**src/rtl/mdvc_pkg.sv**
```systemverilog
`default_nettype none

package mdvc_pkg;

	localparam int CHANNELS   = 12;
	localparam int SAMPLE_MAX = 4095;

	localparam int SAMPLE_W = 12;
	localparam int SUM_W    = SAMPLE_W + 1;
	localparam int TH_W     = 8;
	localparam int CNT_W    = 7;
	localparam int FIELD_W  = 12;
	localparam int REG_W    = 48;
	localparam int IDX_W    = 3;

	localparam int SP_PER_REG = REG_W / SAMPLE_W;
	localparam int TH_PER_REG = REG_W / TH_W;

	localparam int IN_W  = CHANNELS * SAMPLE_W;
	localparam int IN_TW = ((IN_W + 7) / 8) * 8;
	localparam int OUT_W = 3 * FIELD_W + 1;
	localparam int OUT_TW = ((OUT_W + 7) / 8) * 8;

	// tdata field offsets on the result side
	localparam int OFS_FILL   = 0;
	localparam int OFS_VENT   = FIELD_W;
	localparam int OFS_STABLE = 2 * FIELD_W;
	localparam int OFS_ALL    = 3 * FIELD_W;

	localparam logic [SUM_W-1:0] SAMPLE_MAX_V = SUM_W'(SAMPLE_MAX);

	localparam logic [IDX_W-1:0] REG_SP_LOW    = 3'd0;
	localparam logic [IDX_W-1:0] REG_SP_MID    = 3'd1;
	localparam logic [IDX_W-1:0] REG_SP_HIGH   = 3'd2;
	localparam logic [IDX_W-1:0] REG_TH_LOW    = 3'd3;
	localparam logic [IDX_W-1:0] REG_TH_HIGH   = 3'd4;
	localparam logic [IDX_W-1:0] REG_ENABLE    = 3'd5;
	localparam logic [IDX_W-1:0] REG_STABLE_CNT = 3'd6;

	localparam logic [REG_W-1:0]    SP_RESET  = 48'h800800800800;
	localparam logic [REG_W-1:0]    TH_RESET  = 48'hC8C8C8C8C8C8;
	localparam logic [CHANNELS-1:0] EN_RESET  = '0;
	localparam logic [CNT_W-1:0]    CNT_RESET = 7'd100;

endpackage

`default_nettype wire

```
**src/rtl/multichannel_deadband_valve_control.sv**
```systemverilog
`default_nettype none

// Channel  Handshake                    Payload
// s_axis   s_axis_tvalid/s_axis_tready  s_axis_tdata: sample_0 .. sample_11
// m_axis   m_axis_tvalid/m_axis_tready  m_axis_tdata: fill_valves, vent_valves,
//                                       stable_bits, all_stable
// cfg      cfg_we                       cfg_index, cfg_data
//
// One scan per cycle sustained while m_axis_tready holds; a scan passes the input register, then the result register.
// The band compare and counter update for all channels sit between those two registers.
// arst_n clears valves, counters, stable mask and loads the register defaults.
// A stalled result holds the result register; the input stage takes one more scan only if it is empty.

module multichannel_deadband_valve_control (
	input  wire logic                          clk,
	input  wire logic                          arst_n,
	input  wire logic                          s_axis_tvalid,
	output      logic                          s_axis_tready,
	// sample_0 .. sample_11, 12 bits each, channel 0 lowest
	input  wire logic [mdvc_pkg::IN_TW-1:0]    s_axis_tdata,
	output      logic                          m_axis_tvalid,
	input  wire logic                          m_axis_tready,
	// fill_valves[11:0], vent_valves[23:12], stable_bits[35:24], all_stable[36], zero pad
	output      logic [mdvc_pkg::OUT_TW-1:0]   m_axis_tdata,
	input  wire logic                          cfg_we,
	input  wire logic [mdvc_pkg::IDX_W-1:0]    cfg_index,
	input  wire logic [mdvc_pkg::REG_W-1:0]    cfg_data
);

	localparam int CH = mdvc_pkg::CHANNELS;

	logic [mdvc_pkg::REG_W-1:0]  sp_low_q, sp_mid_q, sp_high_q;
	logic [mdvc_pkg::REG_W-1:0]  th_low_q, th_high_q;
	logic [CH-1:0]               enable_q;
	logic [mdvc_pkg::CNT_W-1:0]  need_q;

	logic                        valid_s1;
	logic [mdvc_pkg::IN_W-1:0]   data_s1;
	logic                        advance;

	logic [mdvc_pkg::CNT_W-1:0]  cnt_q  [CH];
	logic [mdvc_pkg::CNT_W-1:0]  cnt_nx [CH];
	logic [CH-1:0]               stable_q, fill_q, vent_q;
	logic [CH-1:0]               stable_nx, fill_nx, vent_nx;
	logic                        all_nx;

	logic                        out_valid_q;
	logic [mdvc_pkg::OUT_W-1:0]  out_data_q;

	logic [3*mdvc_pkg::REG_W-1:0] sp_all;
	logic [2*mdvc_pkg::REG_W-1:0] th_all;

	assign sp_all = {sp_high_q, sp_mid_q, sp_low_q};
	assign th_all = {th_high_q, th_low_q};

	assign advance       = valid_s1 && (!out_valid_q || m_axis_tready);
	assign s_axis_tready = !valid_s1 || advance;

	// config registers
	always_ff @(posedge clk or negedge arst_n) begin
		if (!arst_n) begin
			sp_low_q  <= mdvc_pkg::SP_RESET;
			sp_mid_q  <= mdvc_pkg::SP_RESET;
			sp_high_q <= mdvc_pkg::SP_RESET;
			th_low_q  <= mdvc_pkg::TH_RESET;
			th_high_q <= mdvc_pkg::TH_RESET;
			enable_q  <= mdvc_pkg::EN_RESET;
			need_q    <= mdvc_pkg::CNT_RESET;
		end else if (cfg_we) begin
			case (cfg_index)
				mdvc_pkg::REG_SP_LOW:     sp_low_q  <= cfg_data;
				mdvc_pkg::REG_SP_MID:     sp_mid_q  <= cfg_data;
				mdvc_pkg::REG_SP_HIGH:    sp_high_q <= cfg_data;
				mdvc_pkg::REG_TH_LOW:     th_low_q  <= cfg_data;
				mdvc_pkg::REG_TH_HIGH:    th_high_q <= cfg_data;
				mdvc_pkg::REG_ENABLE:     enable_q  <= cfg_data[CH-1:0];
				mdvc_pkg::REG_STABLE_CNT: need_q    <= cfg_data[mdvc_pkg::CNT_W-1:0];
				default: ;
			endcase
		end
	end

	// input stage
	always_ff @(posedge clk or negedge arst_n) begin
		if (!arst_n) begin
			valid_s1 <= 1'b0;
		end else if (s_axis_tready) begin
			valid_s1 <= s_axis_tvalid;
		end
	end

	always_ff @(posedge clk) begin
		if (s_axis_tvalid && s_axis_tready) begin
			data_s1 <= s_axis_tdata[mdvc_pkg::IN_W-1:0];
		end
	end

	// per-channel band decision
	always_comb begin
		logic [mdvc_pkg::SAMPLE_W-1:0] sp, smp;
		logic [mdvc_pkg::TH_W-1:0]     th;
		logic [mdvc_pkg::SUM_W-1:0]    lo, hi, s_ext;
		logic [mdvc_pkg::CNT_W-1:0]    inc;
		logic                          hold, below, above, quiet, hit;
		stable_nx = stable_q;
		fill_nx   = fill_q;
		vent_nx   = vent_q;
		for (int c = 0; c < CH; c++) begin
			sp    = sp_all[c*mdvc_pkg::SAMPLE_W +: mdvc_pkg::SAMPLE_W];
			th    = th_all[c*mdvc_pkg::TH_W +: mdvc_pkg::TH_W];
			smp   = data_s1[c*mdvc_pkg::SAMPLE_W +: mdvc_pkg::SAMPLE_W];
			s_ext = {1'b0, smp};
			lo    = {1'b0, sp} - mdvc_pkg::SUM_W'(th);
			hi    = {1'b0, sp} + mdvc_pkg::SUM_W'(th);
			hold  = (mdvc_pkg::SUM_W'(th) > {1'b0, sp}) || (hi > mdvc_pkg::SAMPLE_MAX_V);
			below = !hold && (s_ext < lo);
			above = !hold && !below && (s_ext > hi);
			quiet = !below && !above;
			inc   = cnt_q[c] + 1'b1;
			hit   = inc >= need_q;
			cnt_nx[c] = cnt_q[c];
			if (enable_q[c]) begin
				fill_nx[c] = below;
				vent_nx[c] = above;
				if (quiet) begin
					cnt_nx[c] = hit ? '0 : inc;
					if (hit) begin
						stable_nx[c] = 1'b1;
					end
				end else begin
					cnt_nx[c]    = '0;
					stable_nx[c] = 1'b0;
				end
			end
		end
		all_nx = (stable_nx == enable_q) && (enable_q != '0);
	end

	// channel state
	always_ff @(posedge clk or negedge arst_n) begin
		if (!arst_n) begin
			stable_q <= '0;
			fill_q   <= '0;
			vent_q   <= '0;
			for (int c = 0; c < CH; c++) begin
				cnt_q[c] <= '0;
			end
		end else if (advance) begin
			stable_q <= all_nx ? '0 : stable_nx;
			fill_q   <= fill_nx;
			vent_q   <= vent_nx;
			for (int c = 0; c < CH; c++) begin
				cnt_q[c] <= cnt_nx[c];
			end
		end
	end

	// result register
	always_ff @(posedge clk or negedge arst_n) begin
		if (!arst_n) begin
			out_valid_q <= 1'b0;
		end else if (advance) begin
			out_valid_q <= 1'b1;
		end else if (m_axis_tready) begin
			out_valid_q <= 1'b0;
		end
	end

	always_ff @(posedge clk) begin
		if (advance) begin
			out_data_q <= {all_nx,
				mdvc_pkg::FIELD_W'(stable_nx),
				mdvc_pkg::FIELD_W'(vent_nx),
				mdvc_pkg::FIELD_W'(fill_nx)};
		end
	end

	assign m_axis_tvalid = out_valid_q;
	assign m_axis_tdata  = mdvc_pkg::OUT_TW'(out_data_q);

endmodule

`default_nettype wire

```
**config.mk**
```make
export PLATFORM = sky130hd
export DESIGN_NAME = multichannel_deadband_valve_control
export DESIGN_NICKNAME = d
export VERILOG_FILES = /design/src/rtl/mdvc_pkg.sv /design/src/rtl/multichannel_deadband_valve_control.sv
export SDC_FILE = /design/constraint.sdc
export NUM_CORES = 1
export LEC_CHECK = 0
export ABC_CLOCK_PERIOD_IN_PS = 4900
export BUFFER_PORTS_ARGS = -buffer_cell sky130_fd_sc_hd__buf_2
export CORE_MARGIN = 2
export CORE_UTILIZATION = 55
export CTS_CLUSTER_SIZE = 12
export DETAILED_ROUTE_END_ITERATION = 7
export GPL_TIMING_DRIVEN = 0
export HOLD_SLACK_MARGIN = 0.05
export PLACE_DENSITY = 0.82
export SLEW_MARGIN = 20
export SYNTH_ARGS = -nofsm -noshare
export SYNTH_HDL_FRONTEND = slang
export SYNTH_SLANG_ARGS = --single-unit
```
**constraint.sdc**
```tcl
create_clock -name clk -period 4.9 [get_ports clk]
set_input_delay 0.49 -clock clk [delete_from_list [all_inputs] [get_ports clk]]
set_output_delay 0.49 -clock clk [all_outputs]
set_load 0.005 [all_outputs]
```
# Yosys cells after proc, flatten, opt, wreduce, memory -nomap -nowiden
# Index checks and enable logic that the tools add are counted.
[word_totals]
register_bits = 562
input_bits = 200
[op_classes]
addsub = 36
n_lt_le_gt_ge = 60
eq_ne = 7
mux = 87
n_reduce_logical = 125
[op_table]
columns = ["operator", "count"]
rows = [
  ["two-way mux 7 bit", 24],
  ["adder 12 x 8 -> 13 bit", 12],
  ["greater-than comparator 12 x 13 -> 1 bit", 12],
  ["greater-than comparator 13 x 12 -> 1 bit, second input constant", 12],
  ["< comparator 12 x 13 -> 1 bit", 12],
  ["subtractor 12 x 8 -> 13 bit", 12],
  ["greater-than comparator 8 x 12 -> 1 bit", 12],
  ["adder 7 x 1 -> 7 bit, second input constant", 12],
  ["greater-or-equal comparator 7 bit", 12],
  ["two-way mux 1 bit", 62],
  ["logical AND 1 bit", 51],
  ["logical NOT 1 bit", 38],
  ["AND reduction 2 bit", 19],
  ["logical OR 1 bit", 14],
  ["== test 12 bit", 1],
  ["two-way mux 12 bit", 1],
  ["nonzero test 12 bit", 1],
  ["== test 3 bit, second input constant", 3],
  ["== test 3 x 2 -> 1 bit, second input constant", 2],
  ["== test 3 x 1 -> 1 bit, second input constant", 1],
  ["logical NOT 3 bit", 1],
  ["nonzero test 2 bit", 1],
]

# Longest topological paths before layout
[logic_depth]
ltp_word = 15
mapped_depth = 24

# Worst setup path after synthesis
# OpenSTA, ideal clock, no wires.
[synth_path]
kind = "input to register"
start = "in m_axis_tready"
end = "reg data_s1[0] in the netlist's numbering, enable pin"
setup_ns = 0.521
arrival_ns = 3.972
t_required_ns = 4.379
setup_slack_ns = 0.406
path_stages = 2
n_path_buf = 0
cell_sequence = "nand3b_1 and2_1"
[synth_via]
elab_chain_cells = 4
[synth_lines]
columns = ["item", "line_no", "source"]
rows = [
  ["start: declaration", "multichannel_deadband_valve_control.sv:22", "input wire logic m_axis_tready,"],
  ["logical OR 1 bit", "multichannel_deadband_valve_control.sv:56", "assign advance = valid_s1 && (!out_valid_q || m_axis_tready);"],
  ["logical AND 1 bit", "multichannel_deadband_valve_control.sv:56", ""],
  ["logical OR 1 bit", "multichannel_deadband_valve_control.sv:57", "assign s_axis_tready = !valid_s1 || advance;"],
  ["logical AND 1 bit", "multichannel_deadband_valve_control.sv:93", "if (s_axis_tvalid && s_axis_tready) begin"],
  ["end signal: assignment", "multichannel_deadband_valve_control.sv:94", "data_s1 <= s_axis_tdata[mdvc_pkg::IN_W-1:0];"],
  ["end: declaration", "multichannel_deadband_valve_control.sv:38", "logic [mdvc_pkg::IN_W-1:0] data_s1;"],
]
# No other way between the ends.
# A chain may end at the register's enable or synchronous reset.

# Worst setup path in the final report
[layout_path]
start = "reg th_high_q[0] in the netlist's numbering"
end = "reg stable_q[6]"
[layout_via]
elab_chain_cells = 15
word_cells_on_any_way = 19
classes_between = "add/sub: 2; order compare: 4; eq/ne: 1; mux: 3; reduce/logical: 9"
[layout_lines]
columns = ["item", "line_no", "source"]
rows = [
  ["start: declaration", "multichannel_deadband_valve_control.sv:33", "logic [mdvc_pkg::REG_W-1:0] th_low_q, th_high_q;"],
  ["start signal: assignment", "multichannel_deadband_valve_control.sv:66", "th_high_q <= mdvc_pkg::TH_RESET;"],
  ["start signal: assignment", "multichannel_deadband_valve_control.sv:75", "mdvc_pkg::REG_TH_HIGH: th_high_q <= cfg_data;"],
  ["adder 12 x 8 -> 13 bit", "multichannel_deadband_valve_control.sv:114", "hi = {1'b0, sp} + mdvc_pkg::SUM_W'(th);"],
  ["greater-than comparator 13 x 12 -> 1 bit", "multichannel_deadband_valve_control.sv:115", "hold = (mdvc_pkg::SUM_W'(th) > {1'b0, sp}) || (hi > mdvc_pkg::SAMPLE_MAX_V);"],
  ["logical OR 1 bit", "multichannel_deadband_valve_control.sv:115", ""],
  ["logical NOT 1 bit", "multichannel_deadband_valve_control.sv:116, multichannel_deadband_valve_control.sv:117", ""],
  ["logical AND 1 bit", "multichannel_deadband_valve_control.sv:116", "below = !hold && (s_ext < lo);"],
  ["logical NOT 1 bit", "multichannel_deadband_valve_control.sv:117, multichannel_deadband_valve_control.sv:118", ""],
  ["logical AND 1 bit (2 in a row)", "multichannel_deadband_valve_control.sv:117", "above = !hold && !below && (s_ext > hi);"],
  ["logical NOT 1 bit", "multichannel_deadband_valve_control.sv:118", "quiet = !below && !above;"],
  ["logical AND 1 bit *", "multichannel_deadband_valve_control.sv:118", ""],
  ["two-way mux 1 bit *", "multichannel_deadband_valve_control.sv:125", "if (quiet) begin"],
  ["two-way mux 1 bit *", "multichannel_deadband_valve_control.sv:122", "if (enable_q[c]) begin"],
  ["== test 12 bit", "multichannel_deadband_valve_control.sv:136", "all_nx = (stable_nx == enable_q) && (enable_q != '0);"],
  ["logical AND 1 bit", "multichannel_deadband_valve_control.sv:136", ""],
  ["two-way mux 12 bit *", "multichannel_deadband_valve_control.sv:149", "stable_q <= all_nx ? '0 : stable_nx;"],
  ["end signal: assignment", "multichannel_deadband_valve_control.sv:149", ""],
  ["end: declaration", "multichannel_deadband_valve_control.sv:43", "logic [CH-1:0] stable_q, fill_q, vent_q;"],
]
# Every way passes the cells marked *; elsewhere a longest branch is shown, timed or not.

==> impl_results.md <==
- R2R cell count: 20
- Clock latency on the worst-skew pair: 0.63 ns
- Netlist cell types: 102
- Total global routing overflow: 0
- CP arrival: 5.38 ns
- Max_cap viols: 0
- Switching portion of total power: 0.405
- Sequential share of power: 0.279
- Top-count cell post-synth: ha_1
- Initial antenna violation count: 9
- Die Y: 274 um
- Count of input and output buffers: 237
- Pre-antenna DRT Iters: 8
- Layout cell share with drive strength beyond 1: 0.172
- Hold Crit Depth: 1
- Main flop type after synthesis: dfrtp_1
- CORE AREA: 0.0717 mm2
- Syn Area/Cell: 9.93 um2
- Final Setup Violations: 0
- P_leak: 21.1 nW
- Post-synthesis xor/xnor area fraction: 0.0580
- CTS max path bufs: 3
- Routed WL per cell: 20.6 um
- H-tree depth: 3
- Number of DRC markers in iteration 0: 2805
- TNS Setup: 0 ns
- RD Place Congestion: 0.946
- Compound-cell area share of the yosys netlist: 0.140
- DRC: 0
- Worst path cell trace: buf_4 > ha_1 > fa_1 > nor2b_1 > o21a_1 > o21ai_1 > a21oi_1 > o21ai_0 > nand2_1 > xor2_1 > ha_1 > a2111o_1 > a2111oi_2 > a2111oi_4 > a211oi_2 > buf_4 > nor4b_4 > and3b_2 > buf_6 > nor2_1
- Post-synthesis mux area share: 0.0621
- Largest family of logic cells by synthesized area: adder cells
- First-pass GRT wire length: 172000 um
- Top delay family on crit path: compound AO/OA/AOI/OAI gates
- CP peak stage delay: 0.52 ns
- Clock share of power: 0.217
- Cells after Synth: 4030
- Vias in the first global route: 31900
- Synth Warn #: 0
- Area contributors post-synth: dfrtp_1, ha_1, edfxtp_1
- Nets@finish: 5256
- Number of flops mapped to enable cells by yosys: 181
- Clock Sinks: 562
- Slew of the pin with the lowest slew margin: 1.13 ns
- PwrDens: 506 mW/mm2
- Die footprint: 0.0750 mm2
- HP Class: in -> reg
- Worst Skew: 0.0274 ns
- F_max: 0.207 GHz
- Async S/R FF share, synth: 0.678
- Share of total power in combinational logic: 0.504
- P_int: 0.0140 W
- Final ANT Viol Nets: 0
- CP required: 5.44 ns
- GRT Total Usage: 0.294
- CP max stage cell: a2111oi_2
- Final Hold Fails: 0
- Synth Area in Simple Gates: 0.135
- Vias: 32600
- TritonCTS buffer count: 66
- Rel. slew slack: 0.249
- Switch Pwr: 0.00953 W
- Starting Density: 0.558
- CTS tree: yes
- # rows: 98
- Area share of the largest cell type after synthesis: 0.206
- Max FO, Critical Path: 10
- Area post-placement: 0.0426 mm2
- CP startpoint kind: flip-flop
- Post-layout min period: 4.84 ns
- Die X: 274 um
- DP HPWL: 82300 um
- Post-synth top cells: ha_1, nand2_1, dfrtp_1
- Clock-pin slew on the worst setup and hold paths: 0.06 ns
- I/O pin count: 242
- Outcome: finished clean
- Synth Cell Area: 0.0400 mm2
- Flops & latches, synth: 562
- CP Class: reg -> reg
- Wirelength, routed: 113000 um
- Maximum VDD drop: 417 uV
- Post-synthesis sequential area ratio: 0.376
- Worst Hold Slack: 0.0650 ns
- Post-route cell area: 0.0465 mm2
- Largest net degree at the start of global routing: 101
- Critical Path Sink Type: flip-flop
- DR vias/cell: 5.95
- Post-Synth Adder-Cell Area: 0.188
- Worst path depth: 20
- Post-synth top area cell: dfrtp_1
- Final Cycle Share: 0.988
- Max-slew violation count: 0
- Overall Power: 0.0236 W
- Final core area utilization: 0.649
- Root Driver: clkbuf_16
- Area delta synth->final: 16.3%
- WP buf/inv: 3
final cells by class:
| class | count | area (um2) |
|---|---|---|
| Fill cell | 5432 | 25200 |
| Tap cell | 950 | 1190 |
| Multi-Input combinational cell | 3063 | 23700 |
| Antenna cell | 3 | 7.51 |
| Buffer | 124 | 613 |
| Timing Repair Buffer | 381 | 2700 |
| Inverter | 278 | 1040 |
| Sequential cell | 562 | 15000 |
| Clock inverter | 27 | 310 |
| Clock buffer | 93 | 1930 |
kinds of logic (layout without fill, tap and decap cells):
kind of cell,count (synthesis),count (layout)
simple gates,1119,1119
compound gates,867,867
fa+ha+maj,587,587
flops,562,562
buf+inv,407,903
xor+xnor,265,265
mux,222,222
other cells,1,6
flip-flops by register name, summed over array words and instances (netlist names), 7 cells and up:
register	cells
data_s1	144
cnt_q	84
sp_high_q	48
sp_low_q	48
sp_mid_q	48
th_high_q	48
th_low_q	48
out_data_q	37
enable_q	12
fill_q	12
stable_q	12
vent_q	12
need_q	7
power by group through the flow:
| stage | Combinational, W | Clock [W] | Sequential [W] |
|---|---|---|---|
| after floorplan | 0.00827 | 0 | 0.00641 |
| after CTS | 0.0113 | 0.00516 | 0.00655 |
| final | 0.0119 | 0.00511 | 0.00657 |
| after global placement | 0.0105 | 0 | 0.00659 |
| after global routing | 0.0133 | 0.00535 | 0.00666 |
| after detailed placement | 0.0110 | 0 | 0.00662 |
stage by stage:
stage | worst slack (ns) | cells
after floorplan | 0.406 | 4032
after global placement | -4.13 | 5219
after detailed placement | -0.684 | 5225
after CTS | 0.00399 | 5464
after global routing | -0.134 | 5480
final | 0.0604 | 5481
path summary, 6_finish.rpt:
check	slack (ns)	end	from
max	0.06	stable_q[6]	th_high_q[0]
min	0.06	data_s1[43]	s_axis_tdata[43]
max reg2reg	0.06	stable_q[6]	th_high_q[0]
min reg2reg	0.48	m_axis_tvalid	valid_s1
max in group asynchronous	2.78	th_high_q[15]	arst_n
min in group asynchronous	0.43	cnt_q[22]	arst_n
what timing repair did:
| item | in CTS | in global routing |
|---|---|---|
| gates resized for setup | 22 | 65 |
| hold endpoints to repair | 174 | 0 |
| setup buffers | 3 | 18 |
| pin swaps | 2 | 25 |
| hold buffers | 117 | 0 |
| setup endpoints to repair | 25 | 67 |
| gates cloned | 0 | 0 |
metal layers:
layer / part of all wire / global-route usage / up-vias
met5: 0.00045 / 0 / -
met4: 0.050 / 0.149 / 8
met3: 0.077 / 0.0543 / 329
met2: 0.47 / 0.479 / 1307
met1: 0.41 / 0.376 / 15700
li1: - / - / 15300
layout by cell type, fill, tap and decap left out, types with 12 or more instances in the layout:
cell	count
ha_1	554
nand2_1	343
dfrtp_1	329
inv_1	274
o21ai_0	267
nor2_1	261
buf_2	255
mux2_2	210
a21oi_1	193
edfxtp_1	181
xnor2_1	175
nand2b_1	118
dlygate4sd3_1	117
clkbuf_1	90
xor2_1	89
nand3_1	86
nor2b_1	74
clkbuf_16	70
dfstp_2	51
a21o_1	50
nor3_1	42
o21a_1	38
o21bai_1	35
nand4_1	34
buf_4	32
a211oi_1	28
o211ai_1	28
nor4_1	28
fa_1	22
or3_1	20
o31ai_1	20
and3_1	18
nor3b_1	15
a211o_1	14
a2111oi_0	14
a22o_1	13
or2_2	12
o2111ai_1	12
mux2i_1	12
(Power assumes the default switching activity.)
